<file path="src/hw/rtl/rtld_pkg.sv">
// ---------------------------------------------------------------------------
// rtld_pkg
// Types and constants shared by the target list deframer modules.
// ---------------------------------------------------------------------------
package rtld_pkg;

  localparam int FRAME_BYTES  = 24;
  localparam int HEADER_BYTES = 8;
  localparam int QUEUE_DEPTH  = 4;
  localparam int QUEUE_AW     = $clog2(QUEUE_DEPTH);

  localparam logic [7:0] LIMIT_RESET = 8'd35;
  localparam logic [7:0] COUNT_CLIP  = 8'hFF;

  localparam logic [7:0] HEAD_SIG [4] = '{8'hFE, 8'hED, 8'h50, 8'h10};
  localparam logic [7:0] END_SIG  [4] = '{8'hFE, 8'hED, 8'h00, 8'h00};

  typedef enum logic [1:0] {
    KIND_TARGET   = 2'd0,
    KIND_LIST_END = 2'd1,
    KIND_ERROR    = 2'd2
  } kind_t;

  typedef enum logic [2:0] {
    ST_OK        = 3'd0,
    ST_FULL      = 3'd1,
    ST_CLIPPED   = 3'd2,
    ST_TOO_MANY  = 3'd3,
    ST_BAD_HDR   = 3'd4,
    ST_TRUNCATED = 3'd5
  } status_t;

  typedef enum logic [3:0] {
    PH_HEADER  = 4'b0001,
    PH_FRAMES  = 4'b0010,
    PH_ENDSKIP = 4'b0100,
    PH_DISCARD = 4'b1000
  } phase_t;

  typedef struct packed {
    logic [7:0] data_byte;
    logic       msg_last;
  } item_t;

  typedef struct packed {
    logic [1:0]  record_kind;
    logic [7:0]  target_index;
    logic [31:0] signal_word;
    logic [31:0] range_word;
    logic [31:0] velocity_word;
    logic [31:0] angle_word;
    logic [31:0] spare_word_a;
    logic [31:0] spare_word_b;
    logic [7:0]  list_count;
    logic [2:0]  status;
    logic        last_of_run;
  } result_t;

  typedef struct packed {
    logic             has_target;
    logic [7:0]       target_index;
    logic [5:0][31:0] words;
    logic             has_tail;
    kind_t            tail_kind;
    logic [7:0]       tail_count;
    status_t          tail_status;
  } cmd_t;

endpackage

</file>
<file path="src/hw/rtl/rtld_front.sv">
// ---------------------------------------------------------------------------
// rtld_front
// Byte parser: tracks header, frames and end block, builds result commands.
// ---------------------------------------------------------------------------
module rtld_front import rtld_pkg::*; (
  input  logic       clk,
  input  logic       rst,
  input  logic       accept,
  input  item_t      item,
  input  logic [7:0] target_limit,
  output cmd_t       cmd,
  output logic       cmd_push
);

  phase_t      phase, phase_next;
  logic [4:0]  pos, pos_next;
  logic [31:0] word, word_next;
  logic        match, match_next;
  logic [7:0]  hdr_count, hdr_count_next;
  logic [7:0]  next_idx, next_idx_next;
  logic [31:0] held [5];
  logic        held_we;
  logic        errored;
  logic [7:0]  b;

  assign b = item.data_byte;

  always_comb begin
    phase_next     = phase;
    pos_next       = pos;
    word_next      = word;
    match_next     = match;
    hdr_count_next = hdr_count;
    next_idx_next  = next_idx;
    held_we        = 1'b0;
    errored        = 1'b0;
    cmd            = '0;
    cmd.tail_kind  = KIND_ERROR;
    cmd.tail_status = ST_OK;

    case (phase)
      PH_HEADER: begin
        if (pos < 5'd4 && b != HEAD_SIG[pos[1:0]]) begin
          cmd.has_tail    = 1'b1;
          cmd.tail_kind   = KIND_ERROR;
          cmd.tail_status = ST_BAD_HDR;
          phase_next      = PH_DISCARD;
          errored         = 1'b1;
        end else if (pos >= 5'(HEADER_BYTES - 1)) begin
          hdr_count_next = b;
          next_idx_next  = '0;
          pos_next       = '0;
          match_next     = 1'b0;
          if (b != COUNT_CLIP && b > target_limit) begin
            cmd.has_tail    = 1'b1;
            cmd.tail_kind   = KIND_ERROR;
            cmd.tail_count  = b;
            cmd.tail_status = ST_TOO_MANY;
            phase_next      = PH_DISCARD;
            errored         = 1'b1;
          end else begin
            phase_next = PH_FRAMES;
          end
        end else begin
          pos_next = pos + 5'd1;
        end
      end
      PH_FRAMES: begin
        word_next = {word[23:0], b};
        if (pos < 5'd4) begin
          match_next = (pos == 5'd0 || match) && b == END_SIG[pos[1:0]];
        end
        if (pos[1:0] == 2'd3 && pos[4:2] < 3'd5) begin
          held_we = 1'b1;
        end
        if (pos == 5'd3 && match_next) begin
          cmd.has_tail   = 1'b1;
          cmd.tail_kind  = KIND_LIST_END;
          cmd.tail_count = hdr_count;
          if (hdr_count == COUNT_CLIP) begin
            cmd.tail_status = ST_CLIPPED;
          end else if (hdr_count == target_limit) begin
            cmd.tail_status = ST_FULL;
          end else begin
            cmd.tail_status = ST_OK;
          end
          phase_next = PH_ENDSKIP;
          pos_next   = 5'd4;
        end else if (pos >= 5'(FRAME_BYTES - 1)) begin
          if (hdr_count != COUNT_CLIP && next_idx < hdr_count) begin
            cmd.has_target   = 1'b1;
            cmd.target_index = next_idx;
            cmd.words[0]     = held[0];
            cmd.words[1]     = held[1];
            cmd.words[2]     = held[2];
            cmd.words[3]     = held[3];
            cmd.words[4]     = held[4];
            cmd.words[5]     = word_next;
          end
          if (next_idx != 8'hFF) begin
            next_idx_next = next_idx + 8'd1;
          end
          pos_next = '0;
        end else begin
          pos_next = pos + 5'd1;
        end
      end
      PH_ENDSKIP: begin
        if (pos >= 5'(HEADER_BYTES - 1)) begin
          phase_next = PH_HEADER;
          pos_next   = '0;
        end else begin
          pos_next = pos + 5'd1;
        end
      end
      PH_DISCARD: begin
        phase_next = PH_DISCARD;
      end
      default: begin
        phase_next = PH_HEADER;
      end
    endcase

    if (item.msg_last) begin
      if (!errored && phase_next != PH_DISCARD && phase_next != PH_ENDSKIP &&
          !(phase_next == PH_HEADER && pos_next == 5'd0)) begin
        cmd.has_tail    = 1'b1;
        cmd.tail_kind   = KIND_ERROR;
        cmd.tail_count  = (phase_next == PH_FRAMES) ? hdr_count_next : 8'd0;
        cmd.tail_status = ST_TRUNCATED;
      end
      phase_next = PH_HEADER;
      pos_next   = '0;
      word_next  = '0;
      match_next = 1'b0;
    end
  end

  assign cmd_push = accept && (cmd.has_target || cmd.has_tail);

  always_ff @(posedge clk) begin
    if (rst) begin
      phase     <= PH_HEADER;
      pos       <= '0;
      word      <= '0;
      match     <= 1'b0;
      hdr_count <= '0;
      next_idx  <= '0;
    end else if (accept) begin
      phase     <= phase_next;
      pos       <= pos_next;
      word      <= word_next;
      match     <= match_next;
      hdr_count <= hdr_count_next;
      next_idx  <= next_idx_next;
    end
  end

  always_ff @(posedge clk) begin
    if (accept && held_we) begin
      held[pos[4:2]] <= {word[23:0], b};
    end
  end

endmodule

</file>
<file path="src/hw/rtl/rtld_queue.sv">
// ---------------------------------------------------------------------------
// rtld_queue
// Short command queue between the parser and the result stage.
// ---------------------------------------------------------------------------
module rtld_queue import rtld_pkg::*; (
  input  logic clk,
  input  logic rst,
  input  logic push,
  input  cmd_t wdata,
  output logic full,
  input  logic pop,
  output cmd_t rdata,
  output logic empty
);

  cmd_t                entries [QUEUE_DEPTH];
  logic [QUEUE_AW-1:0] wr_ptr;
  logic [QUEUE_AW-1:0] rd_ptr;
  logic [QUEUE_AW:0]   count;
  logic                do_push;
  logic                do_pop;

  assign full    = (count == (QUEUE_AW + 1)'(QUEUE_DEPTH));
  assign empty   = (count == '0);
  assign do_push = push && !full;
  assign do_pop  = pop && !empty;
  assign rdata   = entries[rd_ptr];

  always_ff @(posedge clk) begin
    if (rst) begin
      wr_ptr <= '0;
      rd_ptr <= '0;
      count  <= '0;
    end else begin
      if (do_push) begin
        wr_ptr <= wr_ptr + QUEUE_AW'(1);
      end
      if (do_pop) begin
        rd_ptr <= rd_ptr + QUEUE_AW'(1);
      end
      if (do_push && !do_pop) begin
        count <= count + (QUEUE_AW + 1)'(1);
      end else if (do_pop && !do_push) begin
        count <= count - (QUEUE_AW + 1)'(1);
      end
    end
  end

  always_ff @(posedge clk) begin
    if (do_push) begin
      entries[wr_ptr] <= wdata;
    end
  end

endmodule

</file>
<file path="src/hw/rtl/rtld_back.sv">
// ---------------------------------------------------------------------------
// rtld_back
// Result stage: expands each command into one or two result words.
// ---------------------------------------------------------------------------
module rtld_back import rtld_pkg::*; (
  input  logic    clk,
  input  logic    rst,
  input  logic    q_empty,
  input  cmd_t    q_data,
  output logic    q_pop,
  output result_t result,
  output logic    empty,
  input  logic    pop
);

  logic    out_valid, out_valid_next;
  logic    tail_pending, tail_pending_next;
  result_t out_q, out_next;
  logic    load;

  assign load = !out_valid || pop;

  always_comb begin
    q_pop             = 1'b0;
    out_valid_next    = out_valid && !pop;
    tail_pending_next = tail_pending;
    out_next          = '0;
    if (load && !q_empty) begin
      out_valid_next = 1'b1;
      if (q_data.has_target && !tail_pending) begin
        out_next.record_kind   = KIND_TARGET;
        out_next.target_index  = q_data.target_index;
        out_next.signal_word   = q_data.words[0];
        out_next.range_word    = q_data.words[1];
        out_next.velocity_word = q_data.words[2];
        out_next.angle_word    = q_data.words[3];
        out_next.spare_word_a  = q_data.words[4];
        out_next.spare_word_b  = q_data.words[5];
        out_next.last_of_run   = !q_data.has_tail;
        if (q_data.has_tail) begin
          tail_pending_next = 1'b1;
        end else begin
          q_pop = 1'b1;
        end
      end else begin
        out_next.record_kind = q_data.tail_kind;
        out_next.list_count  = q_data.tail_count;
        out_next.status      = q_data.tail_status;
        out_next.last_of_run = 1'b1;
        tail_pending_next    = 1'b0;
        q_pop                = 1'b1;
      end
    end
  end

  always_ff @(posedge clk) begin
    if (rst) begin
      out_valid    <= 1'b0;
      tail_pending <= 1'b0;
    end else begin
      out_valid    <= out_valid_next;
      tail_pending <= tail_pending_next;
    end
  end

  always_ff @(posedge clk) begin
    if (load && !q_empty) begin
      out_q <= out_next;
    end
  end

  assign result = out_q;
  assign empty  = !out_valid;

endmodule

</file>
<file path="src/hw/rtl/radar_target_list_deframer.sv">
// ---------------------------------------------------------------------------
// radar_target_list_deframer
// Parses target lists from a sensor byte stream into target, list-end and
// error results.
// ---------------------------------------------------------------------------
// Input: a queue-style port; a byte word enters when push is high and full
// is low. msg_last marks the final byte of a message.
// Output: a queue-style port; the oldest result sits on result while empty
// is low and leaves when pop is high.
// limit_we/limit_data write target_limit; write only while idle.
// Path: the edge that takes a byte writes the command it causes into the command
// queue; the result register loads it from there once the register is empty or popped.
// Throughput: one byte per cycle while full is low. A byte that yields a target
// and an error gives two results; the four-entry command queue absorbs that.
// Receiver stall: the result register holds; the command queue fills and
// full rises, so bytes are held off without loss.
// Reset: parser returns to header search, queues empty, target_limit = 35.
// ---------------------------------------------------------------------------
module radar_target_list_deframer import rtld_pkg::*; (
  input  logic       clk,
  input  logic       rst,
  input  logic       push,
  output logic       full,
  input  item_t      item,
  output logic       empty,
  input  logic       pop,
  output result_t    result,
  input  logic       limit_we,
  input  logic [7:0] limit_data
);

  logic [7:0] target_limit;
  logic       accept;
  cmd_t       cmd;
  logic       cmd_push;
  cmd_t       q_data;
  logic       q_empty;
  logic       q_pop;

  always_ff @(posedge clk) begin
    if (rst) begin
      target_limit <= LIMIT_RESET;
    end else if (limit_we) begin
      target_limit <= limit_data;
    end
  end

  assign accept = push && !full;

  rtld_front u_front (
    .clk          (clk),
    .rst          (rst),
    .accept       (accept),
    .item         (item),
    .target_limit (target_limit),
    .cmd          (cmd),
    .cmd_push     (cmd_push)
  );

  rtld_queue u_queue (
    .clk   (clk),
    .rst   (rst),
    .push  (cmd_push),
    .wdata (cmd),
    .full  (full),
    .pop   (q_pop),
    .rdata (q_data),
    .empty (q_empty)
  );

  rtld_back u_back (
    .clk     (clk),
    .rst     (rst),
    .q_empty (q_empty),
    .q_data  (q_data),
    .q_pop   (q_pop),
    .result  (result),
    .empty   (empty),
    .pop     (pop)
  );

endmodule

</file>
<file path="config.mk">
export PLATFORM = sky130hd
export DESIGN_NAME = radar_target_list_deframer
export DESIGN_NICKNAME = d
export VERILOG_FILES = /design/src/hw/rtl/rtld_pkg.sv /design/src/hw/rtl/rtld_front.sv /design/src/hw/rtl/rtld_queue.sv /design/src/hw/rtl/rtld_back.sv /design/src/hw/rtl/radar_target_list_deframer.sv
export SDC_FILE = /design/constraint.sdc
export NUM_CORES = 1
export LEC_CHECK = 0
export BUFFER_PORTS_ARGS = -buffer_cell sky130_fd_sc_hd__buf_2
export CELL_PAD_IN_SITES_DETAIL_PLACEMENT = 0
export CELL_PAD_IN_SITES_GLOBAL_PLACEMENT = 2
export CORE_MARGIN = 10
export CORE_UTILIZATION = 34
export DETAILED_ROUTE_END_ITERATION = 12
export PLACE_DENSITY_LB_ADDON = 0.1
export SKIP_CTS_REPAIR_TIMING = 1
export SLEW_MARGIN = 20
export SYNTH_ARGS = -nofsm -noshare
export SYNTH_HDL_FRONTEND = slang
export SYNTH_SLANG_ARGS = --single-unit
export TNS_END_PERCENT = 30
</file>
<file path="constraint.sdc">
create_clock -name clk -period 17.9 [get_ports clk]
set_input_delay 2.685 -clock clk [delete_from_list [all_inputs] [get_ports clk]]
set_output_delay 2.685 -clock clk [all_outputs]
set_load 0.1 [all_outputs]
</file>
==> metrics.txt <==
reg2reg start u_front.pos[1]; cell count after synthesis 2,450; number of CTS-inserted buffers 143; commonest non-fill, non-tap cell in the layout edfxtp_1; Hold EP u_queue.count[2]; Pwr Total 10.3 mW; leakage 18.5 nW; EDFF count, synth 1,234; leading cell types in the layout, fill and taps excluded edfxtp_1 (1,234), buf_2 (237), and2_1 (215), mux4_2 (215), nor2b_1 (204); max-cap viol count 0; pwr/cell area 180 nW/um^2; GRT Total Usage 0.159; Worst Path Required 18.28 ns; status completed; largest buffer count on any clock path 3; Fill cells 12.9k; CTS root buffer clkbuf_16; Syn Nets 2,497; DR vias/cell 4.83; cell area after layout 57,300 um^2; FMAX 133 MHz; Routability Congestion 0.856; Placed Instance Area 52,500 um^2; top_reg_cell synth edfxtp_1; worst skew pair latency 0.77 ns; final setup margin 10.40 ns; core area 143,000 um^2; layout cell share with drive strength beyond 1 0.258; initial core utilization 0.342; DRT Pass-1 Iters 6; Die W 400 um; htree depth 4; FF+latch area 38,400 um^2; Critical Path Sink Type register; VDD IR max 0.146 mV; Setup CP Type in2reg; worst r2r dst u_queue.entries[2][176]; Yosys top cell by area edfxtp_1; Util after Layout 0.399; Slew Limit Fails 0; Worst-path clk slew 0.06 ns; DRC Markers 0; Cell variety after synth 65; nets 2,796; Setup TNS Final 0 ns; Hold Path Depth 2; Yosys top cell area share 0.756; Crit path largest cell delay 0.89 ns; R2R Setup Slk 11.53 ns; vias in the first global route 24.5k; overflow left after global routing 0; global-route wire length before repair 183,000 um; port bufs 237; Area Growth Syn to Fin 16.8%; synthesized cell area 49,000 um^2; Die ar. 160,000 um^2; YS warnings 0; IO Pins 238; pre-CTS WS 9.48 ns; min Tclk post-route 7.50 ns; area of the multi-input gates 10,100 um^2; reg2reg path depth 12; ys async rst share 0; Slowest cell on crit path buf_4; unrepaired setup endpoints after global routing false; hold wc startpoint u_queue.count[2]; WP data arrival 7.88 ns; worst hold path type reg2reg; Vias 23.1k; fin crit share 0.419; largest net degree at the start of global routing 112; Hold Vio Cnt, Final 0; largest cells by area after synthesis edfxtp_1 (76%), mux4_2 (9.9%), dfxtp_1 (2.8%); Startpoint Class input port; antenna violations before repair 16; skew final 0.0255 ns; CP Max Fanout 62; #FFs+latches synth 1,303; row count 139; # setup viols final 0; sequential share of the synthesized area 0.784; clk sink count 1,303; max_slew headroom 0.274; DR iter-0 viols 1,550; wire per inst 26.7 um; Detail Route Antenna Nets 0; Die Y 400 um; Slew @ Worst Pin 1.09 ns; post-DP HPWL 76,200 um; TritonCTS clock tree yes; Mapped Avg Cell Area 20.0 um^2; most used cell, CP buf_4; Final Routed Wirelength 127,000 um; CP Cell Sequence buf_2 -> xor2_1 -> nor4_1 -> nand3_1 -> nor2_1 -> inv_1 -> and3_1 -> a31oi_4 -> and2_4 -> buf_4 -> buf_4
==> worst max path at each step <==
stage	startpoint	to	slack (ns)	cells past startpoint
after floorplan	pop	u_queue.count[2]	2.78	10
after global placement	item[2]	u_queue.entries[2][67]	9.54	11
after detailed placement	item[2]	u_queue.entries[2][66]	9.48	11
after CTS	item[2]	u_queue.entries[2][176]	10.31	11
after global routing	item[2]	u_queue.entries[2][177]	9.98	11
final	item[2]	u_queue.entries[2][176]	10.40	11
==> metrics by stage <==
step	instances	hold slack [ns]
floorplan	2450	0.445
detailed placement	4507	0.502
global placement	4507	0.479
finish	4774	0.511
CTS	4771	0.511
global route	4771	0.530
==> worst max-delay path, delay by kind of cell <==
family,cells,cell delay (ns)
AO/OA/AOI/OAI,1,0.36
XOR/XNOR,1,0.21
buffers and inverters,4,2.28
AND/OR/NAND/NOR,5,2.17
==> power by group <==
group          total [mW]  switching (mW)  leakage [nW]  internal (mW)
Clock                2.95            1.20          2.31           1.75
Sequential           4.01           0.123          11.7           3.89
Combinational        3.37            2.76          4.47          0.614
Total                10.3            4.08          18.5           6.25
==> cell usage after synthesis (15+ instances only) <==
cell	count
nor2_1	70
mux2i_1	16
xor2_1	20
ha_1	24
mux4_2	215
edfxtp_1	1234
inv_1	30
clkbuf_1	93
a21oi_1	22
nor3_1	15
nand2_1	28
and2_1	216
a22oi_1	29
nor2b_1	204
dfxtp_1	69
buf_1	17
==> area by class of cell <==
| cell class | instances | area share |
|---|---|---|
| Sequential cell | 1303 | 0.671 |
| Multi-Input combinational cell | 996 | 0.176 |
| Clock buffer | 174 | 0.0662 |
| Tap cell | 1903 | 0.0416 |
| Timing Repair Buffer | 275 | 0.0263 |
| Clock inverter | 90 | 0.0166 |
| Inverter | 30 | 0.00205 |
| Antenna cell | 3 | 0.000131 |
==> registers in the layout, summed over array words and instances (netlist names), named ones only <==
register,flops
u_queue.entries,860
u_front.pos,5
u_front.next_idx,8
u_queue.count,3
u_front.match,1
u_queue.wr_ptr,2
target_limit,8
u_front.hdr_count,8
u_back.tail_pending,1
u_back.result,214
u_front.phase,4
u_back.out_valid,1
u_queue.rd_ptr,2
u_front.held,160
u_front.word,24
==> per-layer routing <==
layer | vias up | track usage | wire [um]
met1 | 12100 | 0.210 | 54600
met4 | 0 | 0.0552 | 3900
met2 | 583 | 0.264 | 63000
li1 | 10200 | - | -
met5 | - | 0 | 0
met3 | 178 | 0.0293 | 5950
==> kinds of logic after synthesis <==
logic type	count (synthesis)	synth area share
AO/OA/AOI/OAI	113	0.0177
XOR/XNOR	26	0.00465
adder cells (fa/ha/maj)	25	0.00654
buffers and inverters	151	0.0120
flip-flops	1303	0.784
multiplexers	234	0.103
AND/OR/NAND/NOR	598	0.0721
No activity file was read; power rests on OpenSTA's default activity.
